File: src/deur_pkg.sv
package deur_pkg;

	// Build-time defaults
	localparam int DEUR_CORDIC_STAGES = 16;
	localparam int ATAN_ENTRIES       = 24;

	// Port field widths
	localparam int ANG_W       = 18;
	localparam int ZEN_OUT_W   = 17;
	localparam int TDATA_IN_W  = 40;
	localparam int TDATA_OUT_W = 40;
	localparam int CFG_IDX_W   = 2;
	localparam int CFG_DATA_W  = 18;

	// Internal datapath widths (Q30 fixed point)
	localparam int AW      = 34;        // sin/cos angle accumulator
	localparam int DW      = 33;        // sin/cos and matrix values
	localparam int PROD_W  = 2 * DW;
	localparam int SUM_W   = PROD_W + 2;
	localparam int VW      = 34;        // atan2 x/y
	localparam int VZW     = 35;        // atan2 angle accumulator
	localparam int NW_W    = 32;        // clamped w'
	localparam int SQW     = 62;        // square root remainder / root
	localparam int ROOT_W  = 31;
	localparam int Q_W     = VZW - 15;  // angle after scaling to Q3.15
	localparam int SQRT_STEPS = 31;

	// Lanes of the sin/cos chain
	localparam int ROT_LANES = 5;
	localparam int LANE_ZEN  = 0;
	localparam int LANE_AZ   = 1;
	localparam int LANE_FZ   = 2;
	localparam int LANE_TILT = 3;
	localparam int LANE_SZ   = 4;

	// Lanes of the atan2 chain
	localparam int VEC_LANES = 2;
	localparam int VLANE_AZ  = 0;
	localparam int VLANE_ZEN = 1;

	// Constants
	localparam int Q15_PI_I      = 102944;
	localparam int Q15_HALF_PI_I = 51472;
	localparam int Q30_ONE       = 1073741824;
	localparam int CORDIC_GAIN   = 652032874;
	localparam logic signed [63:0] Q30_PI      = 64'sd3373259426;
	localparam logic signed [63:0] Q30_HALF_PI = 64'sd1686629713;

	localparam logic [31:0] ATAN_TAB [ATAN_ENTRIES] = '{
		32'h3243F6A8, 32'h1DAC6705, 32'h0FADBAFC, 32'h07F56EA6, 32'h03FEAB76, 32'h01FFD55B,
		32'h00FFFAAA, 32'h007FFF55, 32'h003FFFEA, 32'h001FFFFD, 32'h000FFFFF, 32'h0007FFFF,
		32'h0003FFFF, 32'h0001FFFF, 32'h0000FFFF, 32'h00007FFF, 32'h00003FFF, 32'h00001FFF,
		32'h00000FFF, 32'h000007FF, 32'h000003FF, 32'h000001FF, 32'h000000FF, 32'h0000007F
	};

	// Configuration register indexes
	typedef enum logic [CFG_IDX_W-1:0] {
		REG_FIRST_Z  = 2'd0,
		REG_Y_TILT   = 2'd1,
		REG_SECOND_Z = 2'd2
	} cfg_reg_t;

	// Control travelling with every request
	typedef struct packed {
		logic vld;
		logic err;
	} side_t;

	// Rotated vector carried through the square root chain
	typedef struct packed {
		logic signed [VW-1:0]   nu;
		logic signed [VW-1:0]   nv;
		logic signed [NW_W-1:0] nw;
	} sq_pay_t;

	// Q30 product with round half up
	function automatic logic signed [DW-1:0] qmul(input logic signed [DW-1:0] a,
	                                              input logic signed [DW-1:0] b);
		logic signed [PROD_W-1:0] p;
		p = a * b;
		p = p + PROD_W'(536870912);
		return p[DW+29:30];
	endfunction

endpackage

File: src/deur_vec_cell.sv
module deur_vec_cell
	import deur_pkg::*;
#(
	parameter int IDX = 0
) (
	input  logic                  clk,
	input  logic                  arst_n,
	input  logic                  en,
	input  side_t                 side_i,
	input  logic signed [VW-1:0]  x_i [VEC_LANES],
	input  logic signed [VW-1:0]  y_i [VEC_LANES],
	input  logic signed [VZW-1:0] z_i [VEC_LANES],
	input  logic                  zero_i [VEC_LANES],
	output side_t                 side_o,
	output logic signed [VW-1:0]  x_o [VEC_LANES],
	output logic signed [VW-1:0]  y_o [VEC_LANES],
	output logic signed [VZW-1:0] z_o [VEC_LANES],
	output logic                  zero_o [VEC_LANES]
);

	localparam logic signed [VZW-1:0] ATAN_V = VZW'(ATAN_TAB[IDX]);

	side_t                 side_q;
	logic signed [VW-1:0]  x_d [VEC_LANES];
	logic signed [VW-1:0]  y_d [VEC_LANES];
	logic signed [VZW-1:0] z_d [VEC_LANES];
	logic signed [VW-1:0]  x_q [VEC_LANES];
	logic signed [VW-1:0]  y_q [VEC_LANES];
	logic signed [VZW-1:0] z_q [VEC_LANES];
	logic                  zero_q [VEC_LANES];

	// Vectoring step: drive y toward zero, collect the angle
	always_comb begin
		for (int l = 0; l < VEC_LANES; l++) begin
			if (y_i[l][VW-1]) begin
				x_d[l] = x_i[l] - (y_i[l] >>> IDX);
				y_d[l] = y_i[l] + (x_i[l] >>> IDX);
				z_d[l] = z_i[l] - ATAN_V;
			end else begin
				x_d[l] = x_i[l] + (y_i[l] >>> IDX);
				y_d[l] = y_i[l] - (x_i[l] >>> IDX);
				z_d[l] = z_i[l] + ATAN_V;
			end
		end
	end

	always_ff @(posedge clk or negedge arst_n) begin
		if (!arst_n) begin
			side_q <= '0;
		end else if (en) begin
			side_q <= side_i;
		end
	end

	always_ff @(posedge clk) begin
		if (en) begin
			x_q    <= x_d;
			y_q    <= y_d;
			z_q    <= z_d;
			zero_q <= zero_i;
		end
	end

	assign side_o = side_q;
	assign x_o    = x_q;
	assign y_o    = y_q;
	assign z_o    = z_q;
	assign zero_o = zero_q;

endmodule

File: config.mk
export PLATFORM = sky130hd
export DESIGN_NAME = deur_vec_cell
export DESIGN_NICKNAME = d
export VERILOG_FILES = /design/src/deur_pkg.sv /design/src/deur_vec_cell.sv
export SDC_FILE = /design/constraint.sdc
export NUM_CORES = 1
export LEC_CHECK = 0
export ABC_AREA = 1
export BUFFER_PORTS_ARGS = -buffer_cell sky130_fd_sc_hd__buf_2
export CAP_MARGIN = 20
export CORE_MARGIN = 2
export CORE_UTILIZATION = 25
export CTS_BUF_LIST = sky130_fd_sc_hd__clkbuf_4 sky130_fd_sc_hd__clkbuf_8
export CTS_CLUSTER_DIAMETER = 200
export CTS_CLUSTER_SIZE = 16
export DETAILED_ROUTE_END_ITERATION = 6
export PLACE_DENSITY = 0.44
export SLEW_MARGIN = 20
export SYNTH_ARGS = -nofsm -noshare
export SYNTH_HDL_FRONTEND = slang
export SYNTH_SLANG_ARGS = --single-unit
File: constraint.sdc
create_clock -name clk -period 0.8 [get_ports clk]
set_clock_uncertainty 0.05 [all_clocks]
set_input_delay 0.08 -clock clk [delete_from_list [all_inputs] [get_ports clk]]
set_output_delay 0.08 -clock clk [all_outputs]
set_load 0.005 [all_outputs]
---- After elaboration in Yosys (flattened, before gate mapping) ----
Cells that the tools add are included.
storage, ports and cells
  bits in read-only memories .............. 0
  flip-flop bits (word level) ............. 210
  memories ................................ 0
  logic and storage cells ................. 26
  memory bits (writable) .................. 0
  output and inout port bits .............. 210
  latch bits .............................. 0
  input bits .............................. 213
operators by class
  $mul .................................... 0
  reductions and logical operators ........ 0
  shifts and indexed selects .............. 0
  muxes and demuxes ....................... 6
  order comparisons ....................... 0
  add/subtract/negate cells ............... 10
  bitwise logic cells ..................... 0
  div/mod/pow operators ................... 0
  equality and inequality tests ........... 0
operators by type and width
  operator                                              number
  2-to-1 mux 34 bit                                     4
  subtractor 34 bit                                     4
  adder 35 x 31 -> 35 bit (second input constant)       2
  2-to-1 mux 35 bit                                     2
  subtractor 35 x 31 -> 35 bit (second input constant)  2
  adder 34 bit                                          2

---- Logic depth before layout (Yosys ltp) ----
  depth in word-level cells ............... 2
  gate-level depth with buffers ........... 18

---- Worst setup path after synthesis ----
No wires, ideal clock.
  kind .................................... in2reg
  start point ............................. input port y_i[67] (netlist bit)
  end point ............................... register z_q, in the netlist z_o[59], data pin
  stages on the path ...................... 11
  data arrival time ....................... 2.055 ns
  path buffers ............................ 2
  slack ................................... -1.564 ns
  required time ........................... 0.491 ns
  cells stage by stage .................... clkbuf_1 > inv_2 > buf_2 > ha_1 > a21oi_1 > nand2_1 > a21boi_0 > o21ai_0 > nand2_1 > nand2_1 > xor2_1
RTL lines
  item                  line                 RTL
  from (decl)           deur_vec_cell.sv:11  input logic signed [VW-1:0] y_i [VEC_LANES],
  to (signal assigned)  deur_vec_cell.sv:59  z_q <= z_d;
  to (decl)             deur_vec_cell.sv:29  logic signed [VZW-1:0] z_q [VEC_LANES];

---- Final worst setup path ----
  start point ............................. register y_q, in the netlist y_o[7]
  end point ............................... output port y_o[7] (netlist bit)
RTL lines
  item                    line                 RTL
  from (decl)             deur_vec_cell.sv:28  logic signed [VW-1:0] y_q [VEC_LANES];
  from (signal assigned)  deur_vec_cell.sv:58  y_q <= y_d;
  to (decl)               deur_vec_cell.sv:16  output logic signed [VW-1:0] y_o [VEC_LANES],
No word-level cell between the ends.

==> results.tsv <==
metric	value	unit
relSlewSlack	0.525	
ys_seq_area_frac	0.255	
path_class	flop to output pin	
place_area	0.0371	mm2
finalSetupTns	-209.33	ns
rsz0062_at_grt	yes	
crit_path_start	y_o[7]	
ys.flop_type	edfxtp_1	
rrSetupSlack	0.01	ns
avgSynthCellArea	6.66	um2
die_w	317	um
drt_iter0_markers	1464	
critPathArrivalTime	1.42	ns
wl_met2	59800	um
clock_latency	0.62	ns
dieArea	0.100	mm2
setup_ws	-0.750	ns
cts_made_buffers	17	
io_pins	423	
drive_gt1_frac	0.619	
row_count	114	
layout_common_cells	buf_4 (884), nand2_1 (571), buf_2 (341)	
place_congestion	0.922	
grt_usage	0.233	
crit_path_max_incr_delay	0.57	ns
drt_first_pass_iters	5	
antenna_left	0	
whs	-0.139	ns
vias_per_cell	4.70	
die_h	317	um
slowest_stage	edfxtp_1	
timing.rr.start	side_o[1]	
io_buffers	422	
ir_drop	0.918	mV
nets	5624	
netlist_instances	3667	
ys_seq_elements	208	
root_buffer	clkbuf_8	
min_period	1.55	ns
synth_edf_count	206	
post-route-drc-count	0	
cp_data_required_time	0.67	ns
clk_pin_slew	0.12	ns
final_common_cell	buf_4	
synth_area	0.0244	mm2
finalSetupViolCount	430	
crit_buf_inv	1	
grt_pass1_vias	30200	
synthToLayoutAreaGrowth	95.4	%
endpoint_kind	output pin	
ys_types	53	
dr_total_vias	30200	
grt_pass1_wl	177000	um
tightest_slew	0.713	ns
reg2regPathDepth	1	
max_freq	0.645	GHz
crit_family	flip-flops	
async_flop_share	0.00962	
post-route-period-util	1.94	
fillers	9339	
maxSlewViolCount	0	
routed_wl	121000	um
power_density	1220	mW/mm2
start_util	0.253	
hp-class	input port to flop	
core	0.0967	mm2
post_drt_wl_per_cell	18.9	um
worstSetupPathDepth	1	
endpoint	y_o[7]	
grt_antenna_before_repair	10	
htree_num_levels	1	
p_leak	22.0	nW
met3_length	5470	um
violations	hold timing, setup timing	
hold_violations	107	
fin_area	0.0477	mm2
maxCapViolations	0	
critPathLaunchType	flop	
synthesis.nets	4146	
yosys_warnings	0	
status	complete, but fails checks	
top_layer_used	met5	
fin_util	0.494	
grt_max_degree	71	
path_max_fanout	1	
dp.final_hpwl	97600	um
cts_hold_buf	23	
r2r_end	side_o[1]	
wl_met1	51500	um
tritoncts	yes	
cts_max_path_buffers	3	
overflow	0	
crit_path_cell_trace	buf_2	
clock_sinks	208	
[cell families after synthesis]
family / Yosys count / synth area share
and+or+nand+nor: 1799 / 0.309
adders and majority gates: 266 / 0.139
muxes: 5 / 0.00215
AOI/OAI and AO/OA: 695 / 0.159
DFF: 208 / 0.255
xor gates and xnor gates: 99 / 0.0355
buffers and inverters: 595 / 0.100
[registers in the layout, summed over array words and instances (netlist names)]
name    cells
x_o        67
zero_o      2
z_o        70
y_o        67
side_o      2
[power breakdown]
part / switching (mW) / internal [mW] / leakage (nW)
Combinational: 19.4 / 16.9 / 19.8
Clock: 4.64 / 2.24 / 0.154
Sequential: 0.750 / 14.1 / 2.04
Total: 24.8 / 33.2 / 22.0
[how the worst min path moves through the flow]
| stage | startpoint | to | slack (ns) | depth (start not counted) |
|---|---|---|---|---|
| CTS | en | y_o[55] | -0.18 | 2 |
| floorplan | arst_n | side_o[0] | -0.27 | 0 |
| detailed placement | arst_n | side_o[0] | -0.18 | 1 |
| global route | en | y_o[55] | -0.17 | 2 |
| global placement | arst_n | side_o[0] | -0.18 | 1 |
| finish | en | y_o[55] | -0.14 | 2 |
[cell usage after synthesis (5+ instances only)]
library cell	n	share of area
inv_1	494	0.076
nor2_2	18	0.0046
nor2_1	335	0.051
a21oi_1	326	0.067
o21ai_1	26	0.0053
xor2_1	81	0.029
edfxtp_1	206	0.25
nand3_1	311	0.064
nand2_1	996	0.15
nor4_1	6	0.0015
nor3_2	5	0.0020
o21a_1	6	0.0018
nor3_1	42	0.0086
ha_1	258	0.13
buf_2	23	0.0047
buf_4	39	0.012
a21boi_0	5	0.0015
nand4_1	32	0.0082
a31oi_1	8	0.0020
clkbuf_1	16	0.0025
o31ai_1	7	0.0022
o21ai_0	198	0.041
o21ai_2	11	0.0039
o211ai_1	11	0.0034
xnor2_1	18	0.0065
fa_1	8	0.0066
buf_6	6	0.0028
or2_2	9	0.0023
o21bai_1	37	0.011
nand2_2	24	0.0061
o22ai_1	9	0.0023
a21oi_2	10	0.0036
a21o_1	33	0.010
inv_2	14	0.0022
[layout make-up]
class,instances,area [um2],share of cell area
Clock inverter,3,21.3,0.000445
Sequential cell,208,6240,0.131
Antenna cell,1,2.50,0.0000524
Timing Repair Buffer,1544,12500,0.262
Clock buffer,22,272,0.00569
Inverter,510,2290,0.0480
Tap cell,1276,1600,0.0334
Multi-Input combinational cell,2864,24800,0.520
[repair_timing]
action / CTS / global route
gates cloned: 3 / 0
gates resized for setup: 1434 / 542
endpoints found under the setup margin: 394 / 430
buffers inserted: 170 / 84
pin swaps: 639 / 405
endpoints found under the hold margin: 249 / 149
[routing by layer]
layer / vias to the layer above / track usage
met4: 12 / 0.0798
met1: 14300 / 0.290
li1: 15000 / -
met5: - / 0
met3: 190 / 0.0284
met2: 695 / 0.412
[through the flow]
stage / power, mW / setup slack, ns / instances
2_1_floorplan: 28.5 / -1.07 / 3667
3_3_place_gp: 41.8 / -1.53 / 6149
3_5_place_dp: 41.8 / -1.53 / 6149
4_1_cts: 55.6 / -0.807 / 6347
5_1_grt: 61.4 / -0.791 / 6428
6_report: 58.0 / -0.750 / 6428
Power figures use the tool's default switching activity.
