===== src/deur_pkg.sv =====
package deur_pkg;

	// Build-time defaults
	localparam int DEUR_CORDIC_STAGES = 16;
	localparam int ATAN_ENTRIES       = 24;

	// Port field widths
	localparam int ANG_W       = 18;
	localparam int ZEN_OUT_W   = 17;
	localparam int TDATA_IN_W  = 40;
	localparam int TDATA_OUT_W = 40;
	localparam int CFG_IDX_W   = 2;
	localparam int CFG_DATA_W  = 18;

	// Internal datapath widths (Q30 fixed point)
	localparam int AW      = 34;        // sin/cos angle accumulator
	localparam int DW      = 33;        // sin/cos and matrix values
	localparam int PROD_W  = 2 * DW;
	localparam int SUM_W   = PROD_W + 2;
	localparam int VW      = 34;        // atan2 x/y
	localparam int VZW     = 35;        // atan2 angle accumulator
	localparam int NW_W    = 32;        // clamped w'
	localparam int SQW     = 62;        // square root remainder / root
	localparam int ROOT_W  = 31;
	localparam int Q_W     = VZW - 15;  // angle after scaling to Q3.15
	localparam int SQRT_STEPS = 31;

	// Lanes of the sin/cos chain
	localparam int ROT_LANES = 5;
	localparam int LANE_ZEN  = 0;
	localparam int LANE_AZ   = 1;
	localparam int LANE_FZ   = 2;
	localparam int LANE_TILT = 3;
	localparam int LANE_SZ   = 4;

	// Lanes of the atan2 chain
	localparam int VEC_LANES = 2;
	localparam int VLANE_AZ  = 0;
	localparam int VLANE_ZEN = 1;

	// Constants
	localparam int Q15_PI_I      = 102944;
	localparam int Q15_HALF_PI_I = 51472;
	localparam int Q30_ONE       = 1073741824;
	localparam int CORDIC_GAIN   = 652032874;
	localparam logic signed [63:0] Q30_PI      = 64'sd3373259426;
	localparam logic signed [63:0] Q30_HALF_PI = 64'sd1686629713;

	localparam logic [31:0] ATAN_TAB [ATAN_ENTRIES] = '{
		32'h3243F6A8, 32'h1DAC6705, 32'h0FADBAFC, 32'h07F56EA6, 32'h03FEAB76, 32'h01FFD55B,
		32'h00FFFAAA, 32'h007FFF55, 32'h003FFFEA, 32'h001FFFFD, 32'h000FFFFF, 32'h0007FFFF,
		32'h0003FFFF, 32'h0001FFFF, 32'h0000FFFF, 32'h00007FFF, 32'h00003FFF, 32'h00001FFF,
		32'h00000FFF, 32'h000007FF, 32'h000003FF, 32'h000001FF, 32'h000000FF, 32'h0000007F
	};

	// Configuration register indexes
	typedef enum logic [CFG_IDX_W-1:0] {
		REG_FIRST_Z  = 2'd0,
		REG_Y_TILT   = 2'd1,
		REG_SECOND_Z = 2'd2
	} cfg_reg_t;

	// Control travelling with every request
	typedef struct packed {
		logic vld;
		logic err;
	} side_t;

	// Rotated vector carried through the square root chain
	typedef struct packed {
		logic signed [VW-1:0]   nu;
		logic signed [VW-1:0]   nv;
		logic signed [NW_W-1:0] nw;
	} sq_pay_t;

	// Q30 product with round half up
	function automatic logic signed [DW-1:0] qmul(input logic signed [DW-1:0] a,
	                                              input logic signed [DW-1:0] b);
		logic signed [PROD_W-1:0] p;
		p = a * b;
		p = p + PROD_W'(536870912);
		return p[DW+29:30];
	endfunction

endpackage


===== src/deur_rot_cell.sv =====
module deur_rot_cell
	import deur_pkg::*;
#(
	parameter int IDX = 0
) (
	input  logic                 clk,
	input  logic                 arst_n,
	input  logic                 en,
	input  side_t                side_i,
	input  logic signed [DW-1:0] x_i [ROT_LANES],
	input  logic signed [DW-1:0] y_i [ROT_LANES],
	input  logic signed [AW-1:0] z_i [ROT_LANES],
	input  logic                 flip_i [ROT_LANES],
	output side_t                side_o,
	output logic signed [DW-1:0] x_o [ROT_LANES],
	output logic signed [DW-1:0] y_o [ROT_LANES],
	output logic signed [AW-1:0] z_o [ROT_LANES],
	output logic                 flip_o [ROT_LANES]
);

	localparam logic signed [AW-1:0] ATAN_A = AW'(ATAN_TAB[IDX]);

	side_t                side_q;
	logic signed [DW-1:0] x_d [ROT_LANES];
	logic signed [DW-1:0] y_d [ROT_LANES];
	logic signed [AW-1:0] z_d [ROT_LANES];
	logic signed [DW-1:0] x_q [ROT_LANES];
	logic signed [DW-1:0] y_q [ROT_LANES];
	logic signed [AW-1:0] z_q [ROT_LANES];
	logic                 flip_q [ROT_LANES];

	// One rotation step per lane, direction from the residual angle sign
	always_comb begin
		for (int l = 0; l < ROT_LANES; l++) begin
			if (!z_i[l][AW-1]) begin
				x_d[l] = x_i[l] - (y_i[l] >>> IDX);
				y_d[l] = y_i[l] + (x_i[l] >>> IDX);
				z_d[l] = z_i[l] - ATAN_A;
			end else begin
				x_d[l] = x_i[l] + (y_i[l] >>> IDX);
				y_d[l] = y_i[l] - (x_i[l] >>> IDX);
				z_d[l] = z_i[l] + ATAN_A;
			end
		end
	end

	always_ff @(posedge clk or negedge arst_n) begin
		if (!arst_n) begin
			side_q <= '0;
		end else if (en) begin
			side_q <= side_i;
		end
	end

	always_ff @(posedge clk) begin
		if (en) begin
			x_q    <= x_d;
			y_q    <= y_d;
			z_q    <= z_d;
			flip_q <= flip_i;
		end
	end

	assign side_o = side_q;
	assign x_o    = x_q;
	assign y_o    = y_q;
	assign z_o    = z_q;
	assign flip_o = flip_q;

endmodule


===== config.mk =====
export PLATFORM = sky130hd
export DESIGN_NAME = deur_rot_cell
export DESIGN_NICKNAME = d
export VERILOG_FILES = /design/src/deur_pkg.sv /design/src/deur_rot_cell.sv
export SDC_FILE = /design/constraint.sdc
export NUM_CORES = 2
export LEC_CHECK = 0
export BUFFER_PORTS_ARGS = -buffer_cell sky130_fd_sc_hd__buf_2
export CAP_MARGIN = 30
export CORE_AREA = 2 2 396 398
export CTS_CLUSTER_DIAMETER = 80
export DETAILED_ROUTE_END_ITERATION = 8
export DIE_AREA = 0 0 398 400
export GPL_ROUTABILITY_DRIVEN = 0
export PLACE_DENSITY_LB_ADDON = 0.2
export REMOVE_ABC_BUFFERS = 1
export SLEW_MARGIN = 20
export SYNTH_ARGS = -nofsm -noshare
export SYNTH_HDL_FRONTEND = slang
export SYNTH_SLANG_ARGS = --single-unit

===== constraint.sdc =====
create_clock -name clk -period 2.1 [get_ports clk]
set_clock_uncertainty 0.1 [all_clocks]
set_input_delay 0.21 -clock clk [delete_from_list [all_inputs] [get_ports clk]]
set_output_delay 0.21 -clock clk [all_outputs]
set_load 0.1 [all_outputs]

* Yosys cells after proc, flatten, opt, wreduce, memory -nomap -nowiden
Cells that the tools add are included.
Word-level totals: output and inout port bits 507, word-level logic and storage cells 62, register bits after elaboration 507, input bits 510
Cells by class: add/sub/neg operators 25, muxes and demuxes 15
Operator list (number):
- two-way mux 33 bit | 10
- subtractor 33 bit | 10
- adder 34 x 31 -> 34 bit, second input constant | 5
- two-way mux 34 bit | 5
- subtractor 34 x 31 -> 34 bit, second input constant | 5
- adder 33 bit | 5

* Depth between registers and ports, before layout
depth after elaboration 2, depth in mapped cells 15

* Worst setup path after synthesis
OpenSTA, ideal clock, no wires.
path kind input port to flip-flop, from in z_i[33] (netlist name), to reg z_q, in the netlist z_o[30], data pin, stages on the path 15, required time 1.740 ns, setup time 0.260 ns, slack -1.832 ns, arrival time 3.571 ns, cell sequence clkbuf_1 > inv_1 > clkbuf_1 > buf_1 > ha_1 > a211oi_2 > nor4_1 > nor4_2 > o31ai_2 > a31o_2 > a31oi_4 > nor2b_1 > a221o_1 > a21oi_1 > xnor2_1
RTL lines:
- start, declared | line deur_rot_cell.sv:12 | input logic signed [AW-1:0] z_i [ROT_LANES],
- end signal, assigned | line deur_rot_cell.sv:59 | z_q <= z_d;
- end, declared | line deur_rot_cell.sv:29 | logic signed [AW-1:0] z_q [ROT_LANES];

==> flow_summary_export.csv <==
group,metric,value,unit
finish,nNetsFinal,10100,
hold_path,min_path_type,"input port to flop",
sta,min_period_over_period,1.22,
global_routing,grt_max_degree,82,
finish,final_cell_mix,"buf_4 (2009), buf_2 (925), edfxtp_1 (500)",
critical_path,cp.arrival,2900,ps
detailed_routing,first_pass_iters,6,
detailed_routing,wl_per_cell,20.5,um
global_routing,grt_pass1_vias,56600,
finish,area_growth,72.0,%
global_routing,overflow,0,
die,die_x,398,um
detailed_routing,viasPerCell,5.12,
clock_tree,cts_tree,"yes",
synth,ys_types,111,
die,core_area,0.155,sq mm
detailed_routing,wirelength,226000,um
global_routing,use_met2,0.448,
global_routing,use_met1,0.321,
synth,netlist_area,0.0499,sq mm
critical_path,crit_chain,"buf_8 -> inv_4 -> ha_4 -> fa_2 -> nor2b_2 -> o31a_1 -> o21a_2 -> o311ai_4 -> a31oi_4 -> buf_6 -> a211o_1 -> nand2b_1 -> and3_4 -> a21oi_2 -> xnor2_1",
global_routing,antenna_found_initial,69,
synth,yosys_register_bits,502,
synth,synth_edf_count,500,
die,dieArea,0.159,sq mm
critical_path,critical-path-max-stage-delay,370,ps
clock_tree,cts_made_buffers,74,
sta,hold_viol_final,0,
synth,synth.largest_area_cell,"edfxtp_1",
sta,finalSetupViolCount,217,
detailed_routing,drc_errors,0,
critical_path,crit_path_start_kind,"input port",
sta,rsz0062_at_grt,"true",
critical_path,cp.required,2430,ps
critical_path,path_class,"input port to flop",
sta,setup_ws,-471,ps
finish,fin_util,0.553,
sta,min_period,2570,ps
critical_path,cp_max_fo,3,
die,die_y,400,um
detailed_routing,vias,56400,
placed_design,port_buffers,1016,
clock_tree,path_clk_slew,60,ps
power_and_ir_drop,power_frac_seq,0.223,
synth,async_flop_share,0.00398,
detailed_routing,antenna_left,0,
power_and_ir_drop,p_switching,29.2,mW
synth,ys_seq_area_frac,0.302,
clock_tree,h-tree-depth,3,
power_and_ir_drop,pwr_density_cell,728,mW/mm^2
synth,synth-main-ff-cell,"edfxtp_1",
outcome,violations,"setup timing",
critical_path,cp-end-kind,"flop",
synth,avgSynthCellArea,8.84,sq um
die,row_count,145,
sta,slew_violations,0,
sta,max_freq,389,MHz
die,io_pins,1017,
sta,relSlewSlack,0.231,
power_and_ir_drop,swShare,0.468,
clock_tree,cts_buffer_depth,3,
finish,nFillCells,13700,
clock_tree,cts_sinks,502,
global_routing,use_met3,0.0538,
clock_tree,insertion_delay,680,ps
synth,synthCells,5646,
synth,synth_top_area_frac,0.301,
critical_path,cp_slowest_cell,"o311ai_4",
placed_design,post-dp-hpwl,177000,um
power_and_ir_drop,p_comb_frac,0.559,
flow_run,maxCapViolCount,0,
global_routing,grt_usage,0.267,
power_and_ir_drop,peakVddDrop,0.744,mV
finish,final_common_cell,"buf_4",
global_routing,top_usage_layer,"met2",
power_and_ir_drop,p_leak,39.5,nW
outcome,outcome,"finished, violations left",
power_and_ir_drop,power_frac_clock,0.219,
die,floorplan.initialDensity,0.322,
sta,hold-worst-slack,45.7,ps
sta,tightestPinTransition,1150,ps
clock_tree,root_buffer,"clkbuf_16",
global_routing,grt_pass1_wl,330000,um
synth,synthTopCellsByArea,"edfxtp_1 (30%), ha_1 (17%), a21oi_1 (6.4%)",
synth,yosysWarnings,0,
finish,post_route_cells_drive_above_1_share,0.487,
power_and_ir_drop,p_int,33.3,mW
detailed_routing,drt_iter0_drc,3538,
routing by layer:
layer	part of all wire	wire length, um	up-vias
li1	-	-	26900
met1	0.39	89200	26900
met2	0.47	107000	2061
met3	0.073	16600	570
met4	0.059	13400	32
met5	0.0010	230	-
path summary, 6_finish.rpt:
path / from / endpoint / slack, ps / cells after the start
worst max register to register: side_o[0] / side_o[0] / 1260 / 1
worst min-delay path: y_i[55] / x_o[55] / 50 / 4
min in group asynchronous: arst_n / side_o[1] / 270 / 3
worst max-delay path: x_i[132] / x_o[160] / -470 / 15
worst min register to register: side_o[1] / side_o[1] / 410 / 1
max in group asynchronous: arst_n / side_o[0] / 1510 / 3
final cells by class:
type	count	area [sq um]	area share
multi-input cells	4378	38700	0.451
repair buffers	3356	24600	0.286
flip-flops and latches	502	15100	0.175
well taps	2058	2570	0.0300
inverters	547	2190	0.0255
clock buffers	85	1890	0.0221
clock inverters	50	716	0.00834
diodes	50	125	0.00146
flip-flops by register name (all words and copies together) (netlist names):
signal	count
flip_o	5
side_o	2
x_o	164
y_o	161
z_o	170
power groups by stage:
stage	sequential (mW)	clock [mW]	combinational (mW)
2_1_floorplan	25.8	0	8.23
3_3_place_gp	14.1	0	30.3
3_5_place_dp	14.1	0	30.4
4_1_cts	13.9	14.0	33.3
5_1_grt	14.0	14.4	36.6
6_report	13.9	13.7	34.9
synth_stat cells (28+ instances only):
cell	n
clkbuf_1	116
or3_1	28
and3_1	35
o21bai_1	120
nor2b_1	76
xor2_1	92
nand2b_1	71
buf_1	37
o211ai_1	37
nor2_1	442
nand3_1	93
o21a_1	62
inv_1	523
ha_1	665
nor4_1	33
o21ai_1	43
mux2i_1	77
a21o_1	187
xnor2_1	358
nand4_1	63
buf_2	52
a31oi_1	43
nand2_1	253
o21ai_0	331
o31ai_1	57
nor3_1	106
a21oi_1	635
edfxtp_1	500
a211oi_1	46
cells by family (layout without fill, tap and decap cells):
logic type | Yosys count | count (layout) | synth area share
compound gates | 1868 | 1868 | 0.243
simple gates | 1296 | 1296 | 0.125
buf+inv | 766 | 4038 | 0.0600
fa+ha+maj | 685 | 685 | 0.175
flops | 502 | 502 | 0.302
xor+xnor | 450 | 450 | 0.0790
mux | 79 | 79 | 0.0159
other cells | 0 | 50 | 0
worst max-delay path, delay by kind of cell:
kind	cells	cell delay, ps
AND/OR/NAND/NOR	3	410
AO/OA/AOI/OAI	6	1450
XOR/XNOR	1	170
adder cells (fa/ha/maj)	2	340
buffers and inverters	3	310
what timing repair did:
action	in CTS	in global routing
buffers inserted	188	107
resized for setup	1223	547
hold buffers	199	1
endpoints found under the hold margin	311	1
cloned	1	0
pin swaps	554	474
setup endpoints to repair	272	259
metrics by stage:
step / power (mW) / std cells / area, sq um / setup WS, ps / setup TNS, ps
floorplan: 34.0 / 5427 / 49000 / -1650 / -218270
finish: 62.5 / 11000 / 85800 / -471 / -40740
global route: 65.0 / 11000 / 85800 / -501 / -52120
detailed placement: 44.5 / 10400 / 70900 / -1460 / -353970
CTS: 61.2 / 10900 / 82500 / -408 / -22120
global placement: 44.4 / 10400 / 70900 / -1510 / -349610
Note: power is estimated with default switching activity, not from simulation.
