`src/deur_pkg.sv`:
```
package deur_pkg;

	// Build-time defaults
	localparam int DEUR_CORDIC_STAGES = 16;
	localparam int ATAN_ENTRIES       = 24;

	// Port field widths
	localparam int ANG_W       = 18;
	localparam int ZEN_OUT_W   = 17;
	localparam int TDATA_IN_W  = 40;
	localparam int TDATA_OUT_W = 40;
	localparam int CFG_IDX_W   = 2;
	localparam int CFG_DATA_W  = 18;

	// Internal datapath widths (Q30 fixed point)
	localparam int AW      = 34;        // sin/cos angle accumulator
	localparam int DW      = 33;        // sin/cos and matrix values
	localparam int PROD_W  = 2 * DW;
	localparam int SUM_W   = PROD_W + 2;
	localparam int VW      = 34;        // atan2 x/y
	localparam int VZW     = 35;        // atan2 angle accumulator
	localparam int NW_W    = 32;        // clamped w'
	localparam int SQW     = 62;        // square root remainder / root
	localparam int ROOT_W  = 31;
	localparam int Q_W     = VZW - 15;  // angle after scaling to Q3.15
	localparam int SQRT_STEPS = 31;

	// Lanes of the sin/cos chain
	localparam int ROT_LANES = 5;
	localparam int LANE_ZEN  = 0;
	localparam int LANE_AZ   = 1;
	localparam int LANE_FZ   = 2;
	localparam int LANE_TILT = 3;
	localparam int LANE_SZ   = 4;

	// Lanes of the atan2 chain
	localparam int VEC_LANES = 2;
	localparam int VLANE_AZ  = 0;
	localparam int VLANE_ZEN = 1;

	// Constants
	localparam int Q15_PI_I      = 102944;
	localparam int Q15_HALF_PI_I = 51472;
	localparam int Q30_ONE       = 1073741824;
	localparam int CORDIC_GAIN   = 652032874;
	localparam logic signed [63:0] Q30_PI      = 64'sd3373259426;
	localparam logic signed [63:0] Q30_HALF_PI = 64'sd1686629713;

	localparam logic [31:0] ATAN_TAB [ATAN_ENTRIES] = '{
		32'h3243F6A8, 32'h1DAC6705, 32'h0FADBAFC, 32'h07F56EA6, 32'h03FEAB76, 32'h01FFD55B,
		32'h00FFFAAA, 32'h007FFF55, 32'h003FFFEA, 32'h001FFFFD, 32'h000FFFFF, 32'h0007FFFF,
		32'h0003FFFF, 32'h0001FFFF, 32'h0000FFFF, 32'h00007FFF, 32'h00003FFF, 32'h00001FFF,
		32'h00000FFF, 32'h000007FF, 32'h000003FF, 32'h000001FF, 32'h000000FF, 32'h0000007F
	};

	// Configuration register indexes
	typedef enum logic [CFG_IDX_W-1:0] {
		REG_FIRST_Z  = 2'd0,
		REG_Y_TILT   = 2'd1,
		REG_SECOND_Z = 2'd2
	} cfg_reg_t;

	// Control travelling with every request
	typedef struct packed {
		logic vld;
		logic err;
	} side_t;

	// Rotated vector carried through the square root chain
	typedef struct packed {
		logic signed [VW-1:0]   nu;
		logic signed [VW-1:0]   nv;
		logic signed [NW_W-1:0] nw;
	} sq_pay_t;

	// Q30 product with round half up
	function automatic logic signed [DW-1:0] qmul(input logic signed [DW-1:0] a,
	                                              input logic signed [DW-1:0] b);
		logic signed [PROD_W-1:0] p;
		p = a * b;
		p = p + PROD_W'(536870912);
		return p[DW+29:30];
	endfunction

endpackage

```
`src/deur_sqrt_cell.sv`:
```
module deur_sqrt_cell
	import deur_pkg::*;
#(
	parameter int K = 0
) (
	input  logic           clk,
	input  logic           arst_n,
	input  logic           en,
	input  side_t          side_i,
	input  sq_pay_t        pay_i,
	input  logic [SQW-1:0] n_i,
	input  logic [SQW-1:0] r_i,
	output side_t          side_o,
	output sq_pay_t        pay_o,
	output logic [SQW-1:0] n_o,
	output logic [SQW-1:0] r_o
);

	localparam logic [SQW-1:0] BIT = SQW'(1) << (2 * K);

	side_t          side_q;
	sq_pay_t        pay_q;
	logic [SQW-1:0] trial;
	logic [SQW-1:0] n_d, r_d, n_q, r_q;

	// One root bit: subtract the trial value when it fits
	always_comb begin
		trial = r_i + BIT;
		if (n_i >= trial) begin
			n_d = n_i - trial;
			r_d = (r_i >> 1) + BIT;
		end else begin
			n_d = n_i;
			r_d = r_i >> 1;
		end
	end

	always_ff @(posedge clk or negedge arst_n) begin
		if (!arst_n) begin
			side_q <= '0;
		end else if (en) begin
			side_q <= side_i;
		end
	end

	always_ff @(posedge clk) begin
		if (en) begin
			pay_q <= pay_i;
			n_q   <= n_d;
			r_q   <= r_d;
		end
	end

	assign side_o = side_q;
	assign pay_o  = pay_q;
	assign n_o    = n_q;
	assign r_o    = r_q;

endmodule

```
`config.mk`:
```
export PLATFORM = sky130hd
export DESIGN_NAME = deur_sqrt_cell
export DESIGN_NICKNAME = d
export VERILOG_FILES = /design/src/deur_pkg.sv /design/src/deur_sqrt_cell.sv
export SDC_FILE = /design/constraint.sdc
export NUM_CORES = 1
export LEC_CHECK = 0
export ABC_AREA = 0
export BUFFER_PORTS_ARGS = -buffer_cell sky130_fd_sc_hd__buf_2
export CAP_MARGIN = 40
export CORE_ASPECT_RATIO = 0.9
export CORE_MARGIN = 2
export CORE_UTILIZATION = 35
export DETAILED_ROUTE_END_ITERATION = 10
export GPL_TIMING_DRIVEN = 0
export SLEW_MARGIN = 20
export SYNTH_ARGS = -nofsm -noshare
export SYNTH_HDL_FRONTEND = slang
export SYNTH_SLANG_ARGS = --single-unit
```
`constraint.sdc`:
```
create_clock -name clk -period 0.8 [get_ports clk]
set_input_delay 0.08 -clock clk [delete_from_list [all_inputs] [get_ports clk]]
set_output_delay 0.08 -clock clk [all_outputs]
set_load 0.02 [all_outputs]
```
* After elaboration in Yosys (flattened, before gate mapping)
Cells that the tools add are included.
** Storage, ports and cells
- Register bits :: 226
- Bits in latches :: 0
- RAM bits :: 0
- ROM bits :: 0
- Bits of input ports :: 229
- Memories :: 0
** Operators by class
- Add/sub/neg operators :: 3
- Multipliers :: 0
- Divide/modulo/power cells :: 0
- Order comparisons :: 1
- Equality and inequality tests :: 0
- Shift-type cells :: 0
- Multiplexer cells :: 2
- Bitwise operators :: 0
- Reduce and logical (&&, ||, !) cells :: 0
** Operators with widths (count)
- $add 61x1->62 const B :: 1
- $add 62x1->62 const B :: 1
- $ge 62x62->1 :: 1
- $mux 62 :: 1
- $sub 62x62->62 :: 1
- $mux 61 :: 1

* Longest topological paths before layout
Gate-level depths: netlist of run 1.
- Depth in word-level cells :: 3
- Depth in mapped cells :: 26
- Depth with buffers taken out :: 21

* Least setup slack after synthesis of run 1
Ideal clock, no wire load.
- Path type :: in2reg
- Start point :: input port r_i[3]
- End point :: register r_q[60] (netlist: r_o[60]), data pin
- Library setup time :: 0.258 ns
- Data arrival time :: 4.284 ns
- Setup slack :: -3.742 ns
- Stages :: 25
- Path through :: buf_2 -> and3_1 -> and3_1 -> buf_2 -> nand2_1 -> nor2_1 -> and3_1 -> nand2_1 -> or2_2 -> nor2_1 -> nand3_1 -> xor2_1 -> ha_1 -> clkbuf_1 -> and3_1 -> and2_1 -> clkbuf_1 -> nand2_1 -> nor4_1 -> a211o_1 -> a21o_1 -> buf_4 -> buf_6 -> nand4_1 -> xnor2_1
** Between the ends
- Word-level cells in the longest chain between the ends :: 3
- Elaborated cells between the ends (all ways) :: 4
- Classes of those cells :: 2 x add/sub; 1 x order compare; 1 x mux
** Ends and longest elaborated chain
- from (decl) :: RTL line deur_sqrt_cell.sv:12 : input logic [SQW-1:0] r_i,
- $add 62x1->62 :: RTL line deur_sqrt_cell.sv:28 : trial = r_i + BIT;
- $ge 62x62->1 :: RTL line deur_sqrt_cell.sv:29 : if (n_i >= trial) begin
- $mux 61 * :: RTL line deur_sqrt_cell.sv:29
- net r_d[60] :: RTL line deur_sqrt_cell.sv:24 : logic [SQW-1:0] n_d, r_d, n_q, r_q;
- to (signal assigned) :: RTL line deur_sqrt_cell.sv:50 : r_q <= r_d;
- to (decl) :: RTL line deur_sqrt_cell.sv:24
Mark *: on every way through the listed nets, which the timed path passes. The rest lies on a longest branch.
A chain may end at the register's enable or synchronous reset.

* Worst setup path after layout of run 1
- Start point :: input port r_i[9]
- End point :: register r_q[59] (netlist: r_o[59]), data pin
Same word-level chain as after synthesis.

==> metrics.md, run 1 <==
| Metric | Value |
|---|---|
| Root Driver | clkbuf_16 |
| Post-synth cell types | 72 |
| Post-Synth XOR/XNOR Area | 10.9% |
| # IOs | 455 |
| DR WL/cell | 23.3 um |
| Worst EP required | 1.10 ns |
| Die X | 214 um |
| Syn_area_per_cell | 10.4 um2 |
| Register-to-register setup slack | 0.02 ns |
| Post-Place Cell Area | 17100 um2 |
| Max clock buf depth | 3 |
| Setup crit start | r_i[9] |
| Crit path largest cell delay | 0.35 ns |
| FFs w/ async S/R, synth | 0.885% |
| Switching pwr | 13400 uW |
| DR iter-0 viols | 1203 |
| Status | finished, violations left |
| Clock Latency Late Sink | 0.56 ns |
| CP max-delay cell | a211o_1 |
| Fin. Hold Viols | 51 |
| CP endpoint kind | flip-flop |
| Comb pwr share | 32.5% |
| Power share of the sequential group | 36.7% |
| Synth Area in Adders | 5.92% |
| Clock power share | 30.9% |
| Gpl congestion | 0.952 |
| Layout Cell Area excl Fill | 23500 um2 |
| Grt met1 use | 34.8% |
| Largest family of logic cells by synthesized area | simple AND/OR/NAND/NOR gates |
| Pre-CTS WS | -5.07 ns |
| EDFF count, synth | 224 |
| Synth Instances | 1331 |
| Setup crit start kind | input port |
| Setup Crit Path Kind | input port to flip-flop |
| Final setup viols | 396 |
| Pint | 27200 uW |
| Pwr Density | 1730 nW/um2 |
| Worst-Margin Slew | 0.967 ns |
| Pin count of the biggest net entering global routing | 54 |
| DIE AREA | 41200 um2 |
| Fmax | 246 MHz |
| Worst r2r path cells | 1 |
| Last element of the critical path | r_o[59] |
| CP Cell Sequence | buf_8, and4_4, and3_4, nand4_1, nor2_4, and3_4, nand2_2, or2_4, nor2b_4, nand2_1, xor2_2, ha_2, buf_4, a21o_1, a221o_1, a211o_1, a21oi_4, buf_12, buf_12, buf_16, nor4_4, xor2_1 |
| Max-cap violation count | 0 |
| Leak | 0.00957 uW |
| Row count | 69 |
| Switching fraction of total power | 32.9% |
| Register area share after synthesis | 48.9% |
| Synth Area in Simple Gates | 17.9% |
| GRT met3 Usage | 5.61% |
| Fraction of layout cells with a size suffix above 1 | 41.7% |
| Total power draw | 40600 uW |
| Most frequent cells in the layout | buf_2, dlygate4sd3_1, edfxtp_1 |
| Rel. slew slack | 35.6% |
| Worst setup margin | -3.26 ns |
| Violated checks | negative hold slack, negative setup slack |
| Arr. time, crit path | 4.36 ns |
| Synthesized flop and latch total | 226 |
| Clock slew at reported path FFs | 0.06 ns |
| Cts hold-fix bufs | 225 |
| Worst vdd ir | 1.42 mV |
| Post-layout min period | 4.06 ns |
| GRT Util Overall | 28.7% |
| Post-Route Utilization | 59.7% |
| Core area | 39300 um2 |
| Synth Area in Compound Gates | 13.0% |
| Crit Path Max Fanout | 6 |
| PortBufs | 447 |
| Sink Count | 226 |
| Drt pass-1 iters | 5 |
| TritonCTS buffer count | 27 |
| DR vias | 14.5k |
| Vias in the first global route | 14.2k |
| Mapped Area | 13900 um2 |
| RR Startpoint | side_o[1] |
| CTS tree | done |
| First-pass GRT wire length | 86900 um |
| Hold_ws | -0.133 ns |
| Final period util | 507% |
| Synthesis-to-layout area growth | 69.1% |
| Synth warnings | 0 |
| Placed wire-length estimate | 42700 um |
| Crit Reg-Reg Endpoint | side_o[1] |
| Vias per cell | 5.40 |
| RSZ-0062 raised after global routing | true |
| WHS Path Cells | 1 |
| Pins Over Slew Limit | 0 |
| Gr ovfl total | 0 |
| Most common cell after layout, fill and taps aside | buf_2 |
| Top_reg_cell synth | edfxtp_1 |
| Net Count, Synth | 1625 |
| Met2 usage | 48.7% |
| WL final | 62500 um |
| H-tree Lvls | 1 |
| Initial Utilization | 35.3% |
| Detail Route Antenna Nets | 0 |
| Worst Hold Class | input port to flip-flop |
| Multiplexer share of the synthesized area | 0.244% |
| Nets | 2419 |
| Die H | 193 um |
| Clk_skew | 0 ns |
| Initial antenna violation count | 7 |
| Top Usage Layer GRT | met2 |
| # DRC | 0 |
-- layer usage --
layer  part of all wire, %  up-vias
met2                    48      789
met1                    38     7012
li1                      -     6529
met3                   8.0      169
met4                   5.3        0
met5                     0        -
-- stage by stage --
step,TNS (ns),std cells,hold WS (ns)
floorplan,-392.79,1331,-0.216
global placement,-1398.82,2310,-0.134
finish,-483.34,2685,-0.133
CTS,-486.99,2655,-0.140
detailed placement,-723.35,2312,-0.132
global route,-507.72,2685,-0.134
-- worst max-delay path: cells and delay by family --
family / cells / cell delay [ns]
adder cells (fa/ha/maj): 1 / 0.32
XOR/XNOR: 2 / 0.39
AO/OA/AOI/OAI: 4 / 1.03
AND/OR/NAND/NOR: 10 / 1.80
buffers and inverters: 5 / 0.69
-- registers in the layout (all words and copies together) (netlist names) --
signal,flops
side_o,2
r_o,62
pay_o,100
n_o,62
-- power by group through the flow --
stage,registers (uW),clock network [uW],logic (uW)
global route,15000,13300,13900
floorplan,16500,0,4130
CTS,14800,12700,12300
global placement,15000,0,9350
finish,14900,12500,13200
detailed placement,15000,0,9390
-- cell usage after synthesis (3+ instances only) --
library cell / instances / area, um2
or2_2: 5 / 31.3
xnor2_1: 94 / 823
nand2_1: 143 / 537
and2_1: 11 / 68.8
a21boi_0: 3 / 22.5
a31oi_1: 7 / 43.8
o31a_1: 3 / 26.3
buf_6: 8 / 90.1
xor2_1: 79 / 692
nor2_1: 110 / 413
nor3_1: 36 / 180
edfxtp_1: 224 / 6730
o21ai_1: 12 / 60.1
and3_1: 38 / 238
or3_1: 4 / 25.0
nand2b_1: 8 / 50.1
nor4_2: 8 / 100
buf_4: 7 / 52.6
clkbuf_1: 27 / 101
a211oi_1: 5 / 37.5
nand4_1: 48 / 300
o31ai_1: 7 / 52.6
o21ai_0: 44 / 220
nand3_1: 48 / 240
a41oi_1: 5 / 43.8
o211ai_1: 10 / 75.1
nor4_1: 10 / 62.6
o21bai_1: 14 / 105
a21o_1: 23 / 173
o21a_1: 8 / 60.1
ha_1: 64 / 801
buf_2: 21 / 105
nor2b_1: 13 / 81.3
a21oi_1: 106 / 531
mux2_2: 3 / 33.8
inv_1: 21 / 78.8
nor4b_1: 4 / 35.0
o41ai_1: 3 / 26.3
a31o_2: 3 / 26.3
-- cell type report --
class	instances	area, um2
Clock inverter	23	215
Fill cell	3195	15800
Tap cell	532	666
Timing Repair Buffer	776	6400
Sequential cell	226	6780
Clock buffer	27	676
Inverter	21	78.8
Buffer	53	557
Multi-Input combinational cell	1020	8070
Antenna cell	7	17.5
-- worst min path at each step --
stage | end | startpoint | slack, ns
after global routing | n_o[42] | en | -0.13
after floorplan | side_o[0] | arst_n | -0.22
after CTS | n_o[42] | en | -0.14
final | n_o[42] | en | -0.13
after global placement | side_o[0] | arst_n | -0.13
after detailed placement | side_o[1] | arst_n | -0.13
-- kinds of logic (layout without fill, tap and decap cells) --
family	after synthesis	count (layout)
AOI/OAI and AO/OA	280	280
adders and majority gates	65	65
xor gates and xnor gates	173	173
and+or+nand+nor	499	499
other	0	7
muxes	3	3
buffers and inverters	85	900
DFF	226	226
-- timing repair --
item | in CTS | in global routing
endpoints found under the hold margin | 276 | 51
gates cloned | 9 | 3
gates resized for setup | 364 | 174
pin swaps | 67 | 79
endpoints found under the setup margin | 442 | 421
setup buffers | 62 | 26
Note: power is estimated with default switching activity, not from simulation.
==> run 2, diff against run 1 <==
CTS_BUF_LIST = sky130_fd_sc_hd__clkbuf_8   (was default)
==> run 2 against run 1 <==
The flow still finishes with violations (negative hold slack, negative setup slack). Fmax grew 1.9%. Utilization is 2.3 points higher. Wire length increased by 4.7%.
==> metrics.md, run 2 (synthesized netlist as in run 1, its figures left out) <==
| Metric | Value |
|---|---|
| Final period util | 498% (-9.4 points) |
| Fraction of layout cells with a size suffix above 1 | 43.5% (+1.8 points) |
| Hold Path Origin | en |
| Core area | 39300 um2 (unchanged) |
| Worst Hold Class | input port to flip-flop |
| Setup Crit Path Kind | input port to flip-flop |
| CTS tree | done |
| Synthesis-to-layout area growth | 75.8% |
| WL final | 65400 um (+4.7%) |
| Most frequent cells in the layout | buf_2, dlygate4sd3_1, edfxtp_1 |
| DR WL/cell | 24.0 um (+3.0%) |
| Vias per cell | 5.38 (-0.38%) |
| Sink Count | 226 (unchanged) |
| Fmax | 251 MHz (+1.9%) |
| DR iter-0 viols | 1231 (+2.3%) |
| Gr ovfl total | 0 (unchanged) |
| Root Driver | clkbuf_8 |
| Worst EP required | 1.12 ns (+0.02 ns) |
| Arr. time, crit path | 4.31 ns (-0.05 ns) |
| RSZ-0062 raised after global routing | true |
| TritonCTS buffer count | 42 (+56%) |
| Most common cell after layout, fill and taps aside | buf_2 |
| Status | finished, violations left |
| Initial antenna violation count | 10 (+3) |
| WHS Endpoint | n_o[42] |
| Pwr Density | 1640 nW/um2 (-5.5%) |
| H-tree Lvls | 2 (+1) |
| GRT Util Overall | 28.0% (-0.67 points) |
| Final setup viols | 350 (-12%) |
| Crit Reg-Reg Endpoint | side_o[1] |
| Clock Latency Late Sink | 0.59 ns (+0.03 ns) |
| # DRC | 0 (unchanged) |
| Vias in the first global route | 14.0k (-0.91%) |
| Leak | 0.0100 uW (+4.7%) |
| Drt pass-1 iters | 5 (unchanged) |
| Clk_skew | 0 ns (unchanged) |
| Pins Over Slew Limit | 0 (unchanged) |
| Max reg flops | 100 (unchanged) |
| First-pass GRT wire length | 84600 um (-2.6%) |
| Register-to-register setup slack | 0.01 ns (about the same) |
| Rel. slew slack | 21.1% (-14 points) |
| Row count | 69 (unchanged) |
| PortBufs | 447 (unchanged) |
| Die X | 214 um (unchanged) |
| Detail Route Antenna Nets | 0 (unchanged) |
| Worst setup margin | -3.18 ns (+0.0751 ns) |
| Max clock buf depth | 3 (unchanged) |
| Area of the multi-input gates | 8400 um2 (+4.0%) |
| Die H | 193 um (unchanged) |
| Crit Path Max Fanout | 8 (+2) |
| Setup crit start kind | input port |
| Pin count of the biggest net entering global routing | 93 (+72%) |
| # IOs | 455 (unchanged) |
| Initial Utilization | 35.3% (unchanged) |
| Fin. Hold Viols | 51 (unchanged) |
| CP endpoint kind | flip-flop |
| DIE AREA | 41200 um2 (unchanged) |
| WHS Path Cells | 1 (unchanged) |
| Gpl congestion | 0.952 (unchanged) |
| Placed wire-length estimate | 42700 um (unchanged) |
| Worst-Margin Slew | 1.18 ns (+0.217 ns) |
| TNS Setup | -474.48 ns (+8.86 ns) |
| Fill count | 3108 (-2.7%) |
| DR vias | 14.7k (+1.2%) |
| Clock slew at reported path FFs | 0.06 ns (about the same) |
| Post-layout min period | 3.98 ns (-0.0751 ns) |
| Hold_ws | -0.147 ns (-0.0141 ns) |
| Violated checks | negative hold slack, negative setup slack |
| Storage element area | 6780 um2 (unchanged) |
| RR Startpoint | side_o[1] |
| Worst vdd ir | 1.04 mV (-26%) |
| Worst r2r path cells | 1 (unchanged) |
| Nets | 2450 (+1.3%) |
| Max-cap violation count | 0 (unchanged) |
-- run 2: changes by cell type in the layout (fill, tap and decap cells not counted), moves of 14 or more --
cell,delta
buf_4,+16
buf_2,-89
a21oi_1,-14
buf_6,+79
clkbuf_8,+44
nor2_4,+19
-- run 2: layer usage --
metal  up-vias  GRT usage, %  routed length, um
li1       6581             -                  -
met1      7062          34.2              25200
met2       820          47.0              31200
met3       217          4.75               4970
met4         0          15.7               4000
met5         -             0                  0
-- run 2: worst max path at each step --
stage	startpoint	to	slack, ns	cells after the start
2_1_floorplan	r_i[8]	n_o[18]	-3.25	23
3_3_place_gp	r_i[22]	r_o[28]	-5.11	23
3_5_place_dp	r_i[22]	r_o[28]	-5.07	23
4_1_cts	r_i[8]	r_o[47]	-3.08	22
5_1_grt	r_i[8]	r_o[16]	-3.26	24
6_report	r_i[8]	r_o[47]	-3.18	23
-- run 2: report_power, final --
group / internal [uW] / switching, uW / leakage, uW
Clock: 5560 / 5350 / 0.000446
Combinational: 6410 / 7520 / 0.00736
Sequential: 14500 / 573 / 0.00221
-- run 2: layout make-up --
class                      instances  share of cell area, %
multi-input combinational       1020                   34.4
buffer                            54                   2.39
sequential                       226                   27.8
clock inverter                    31                  0.775
clock buffer                      42                   2.37
antenna                           12                  0.123
timing repair buffer             791                   29.0
tap                              532                   2.73
inverter                          21                  0.323
-- run 2: worst max-delay path: stages --
cell,delay (ns)
buf_12,0.07
and4_4,0.23
and3_4,0.20
nand4_1,0.13
buf_6,0.17
nor2_4,0.09
and3_4,0.19
nand4_1,0.23
nor2b_4,0.23
nand2_4,0.08
xor2_4,0.22
ha_4,0.29
and2_4,0.14
and3_4,0.19
and3_4,0.21
nand4_1,0.16
nor4_4,0.36
a211o_1,0.21
a21o_1,0.14
buf_12,0.16
buf_12,0.13
nand4_1,0.15
xnor2_2,0.23
-- run 2: repair_timing --
item,CTS,global route
pin swaps,59,78
endpoints found under the setup margin,442,442
cloned,0,17
hold endpoints to repair,276,53
hold buffers,223,2
gates resized for setup,155,653
setup buffers,63,36
-- run 2: per-stage QoR --
step                      util (%)  cells  total power, uW  cell area (um2)  setup WS, ns
after floorplan                  -   1331            20600            14200         -3.25
after global placement        43.4   2310            24400            17100         -5.11
after detailed placement      43.6   2312            24400            17100         -5.07
after CTS                     54.1   2667            36700            21300         -3.08
after global routing          62.0   2727            41500            24400         -3.26
final                         62.1   2729            39900            24400         -3.18
==> run 3, diff against run 2 <==
CORE_ASPECT_RATIO = default   (was 0.9)
==> run 3 against run 2 <==
The run still ends with negative hold slack, negative setup slack left. Total power fell by 2.9%. Fmax down 3.8%. Clock skew stayed put. Worst setup slack got worse by 0.16 ns. Final cell count shrank 0.55%. Die area barely moved. Count of clock-buffer cells in the layout did not move. Utilization is 2.2 points lower. Register-to-register slack barely moved. Hold slack improved by 0.014 ns. Sequential power about the same. Critical endpoint unchanged. Largest cell class unchanged. Highest routed layer unchanged.
==> metrics.md, run 3 (synthesized netlist as in run 1, its figures left out) <==
| Metric | Value |
|---|---|
| Status | finished, violations left |
| Violated checks | negative hold slack, negative setup slack |
| Max reg flops | 100 (unchanged) |
| Fin. Hold Viols | 46 (-9.8%) |
| Clock Latency Late Sink | 0.59 ns (about the same) |
| Fmax | 242 MHz (-3.8%) |
| Setup crit start kind | input port |
| WHS Endpoint | n_o[21] |
| Worst r2r path cells | 1 (unchanged) |
| Post-Route Utilization | 59.8% (-2.2 points) |
| First-pass GRT wire length | 88300 um (+4.4%) |
| Arr. time, crit path | 4.47 ns (+0.16 ns) |
| Vias per cell | 5.40 (+0.37%) |
| Gr ovfl total | 0 (unchanged) |
| Rel. slew slack | 49.9% (+29 points) |
| Max clock buf depth | 3 (unchanged) |
| Sink Count | 226 (unchanged) |
| TritonCTS buffer count | 41 (-2.4%) |
| Clk_skew | 0 ns (unchanged) |
| DIE AREA | 41200 um2 (about the same) |
| Gpl congestion | 0.936 (-1.7%) |
| Worst vdd ir | 1.11 mV (+6.2%) |
| DR vias | 14.7k (-0.18%) |
| Cells after DPL | 2298 (-0.61%) |
| Pre-CTS WS | -5.05 ns (+0.0268 ns) |
| Initial antenna violation count | 13 (+3) |
| Detail Route Antenna Nets | 0 (unchanged) |
| CTS tree | done |
| Worst setup margin | -3.34 ns (-0.156 ns) |
| Pwr Density | 1660 nW/um2 (+1.7%) |
| Hold_ws | -0.133 ns (+0.0141 ns) |
| Fill count | 3197 (+2.9%) |
| Non-filler cells, final | 2714 (-0.55%) |
| Drt pass-1 iters | 5 (unchanged) |
| Max-cap violation count | 0 (unchanged) |
| Most frequent cells in the layout | buf_2, dlygate4sd3_1, edfxtp_1 |
| Worst EP required | 1.13 ns (about the same) |
| DR iter-0 viols | 1168 (-5.1%) |
| # IOs | 455 (unchanged) |
| Pins Over Slew Limit | 0 (unchanged) |
| Initial Utilization | 35.6% (+0.33 points) |
| Crit Path Max Fanout | 6 (-2) |
| RSZ-0062 raised after global routing | true |
| RR Startpoint | side_o[1] |
| Synthesis-to-layout area growth | 67.8% |
| Most common cell after layout, fill and taps aside | buf_2 |
| Register-to-register setup slack | 0.01 ns (about the same) |
| Final setup viols | 350 (unchanged) |
| Placed wire-length estimate | 43200 um (+1.2%) |
| Vias in the first global route | 14.6k (+4.2%) |
| Hold Path Origin | en |
| Pin count of the biggest net entering global routing | 50 (-46%) |
| Worst-Margin Slew | 0.746 ns (-0.437 ns) |
| Die H | 203 um (+5.3%) |
| WL final | 62900 um (-3.8%) |
| GRT Util Overall | 28.7% (+0.71 points) |
| Final period util | 518% (+19 points) |
| Fraction of layout cells with a size suffix above 1 | 40.1% (-3.5 points) |
| WHS Path Cells | 1 (unchanged) |
| Worst Hold Class | input port to flip-flop |
| CP endpoint kind | flip-flop |
| Root Driver | clkbuf_8 |
| Crit Reg-Reg Endpoint | side_o[1] |
| Core area | 38900 um2 (-0.93%) |
| PortBufs | 447 (unchanged) |
| # DRC | 0 (unchanged) |
| Clock slew at reported path FFs | 0.06 ns (about the same) |
| Leak | 0.00963 uW (-3.8%) |
| Post-layout min period | 4.14 ns (+0.156 ns) |
| H-tree Lvls | 2 (unchanged) |
| Row count | 72 (+4.3%) |
| Nets | 2451 (+0.041%) |
| Setup Crit Path Kind | input port to flip-flop |
| DR WL/cell | 23.2 um (-3.2%) |
| Die X | 203 um (-5.0%) |
[run 3: cell count changes in the layout (fill, tap and decap cells not counted), sizes merged]
| cell | before | now |
|---|---|---|
| clkbuf | 77 | 61 |
| buf | 585 | 599 |
| bufbuf | 0 | 3 |
| inv | 36 | 33 |
| clkinv | 14 | 12 |
| bufinv | 2 | 3 |
| clkinvlp | 0 | 1 |
| dlygate4sd3 | 225 | 226 |
[run 3: area by class of cell]
type | count | area (um2) | share of cell area, %
Antenna cell | 12 | 30.0 | 0.129
Multi-Input combinational cell | 1020 | 7810 | 33.5
Tap cell | 518 | 648 | 2.78
Buffer | 57 | 571 | 2.45
Clock inverter | 28 | 208 | 0.892
Inverter | 21 | 78.8 | 0.339
Clock buffer | 42 | 578 | 2.48
Timing Repair Buffer | 790 | 6580 | 28.2
Sequential cell | 226 | 6780 | 29.1
[run 3: report_power, final]
part	internal, uW	switching [uW]
registers	14400	501
logic	5720	7070
clock network	5870	5130
total	26000	12700
[run 3: how the worst max path moves through the flow]
stage          slack, ns      end  startpoint  cells after the start
6_report           -3.34  r_o[47]      r_i[9]                     23
5_1_grt            -3.40  r_o[45]      r_i[9]                     24
4_1_cts            -3.13  r_o[59]      r_i[8]                     22
3_5_place_dp       -5.05  n_o[40]      r_i[9]                     20
3_3_place_gp       -5.10  n_o[40]     r_i[22]                     21
2_1_floorplan      -3.25  n_o[18]      r_i[8]                     23
[run 3: critical path, cell delays in order]
cell and delay [ns]:
buf_12 0.07, and4_4 0.23, and3_4 0.20, nand4_1 0.27
nor2_4 0.20, and3_4 0.20, nand4_1 0.21, nor2b_2 0.24
nand2_2 0.11, xor2_2 0.22, ha_1 0.33, buf_4 0.12
and2_4 0.13, and3_4 0.19, and3_4 0.20, nand4_1 0.13
nor4_4 0.25, a211o_1 0.21, a21o_1 0.17, buf_6 0.16
buf_12 0.14, nand4_1 0.16, xnor2_2 0.23
[run 3: what timing repair did]
action | 4_1_cts | 5_1_grt
pin swaps | 50 | 57
hold buffers | 224 | 2
setup endpoints to repair | 435 | 353
setup buffers | 82 | 27
endpoints found under the hold margin | 271 | 48
gates cloned | 4 | 3
resized for setup | 321 | 224
[run 3: metal layers]
layer  track usage, %  vias to the layer above  share of wire, %
met5                0                        -                 0
met3             4.65                      201               7.7
li1                 -                     6588                 -
met1             34.0                     7016                37
met4             17.0                        0               6.3
met2             49.2                      849                49
[run 3: stage by stage]
stage	total power [uW]	setup TNS (ns)	hold slack, ns	cell area (um2)
after CTS	37700	-478.73	-0.179	22100
after detailed placement	24400	-714.65	-0.125	17100
after floorplan	20600	-392.79	-0.216	14200
after global placement	24400	-1384.73	-0.123	17000
after global routing	40300	-512.61	-0.144	23300
final	38700	-493.96	-0.133	23300
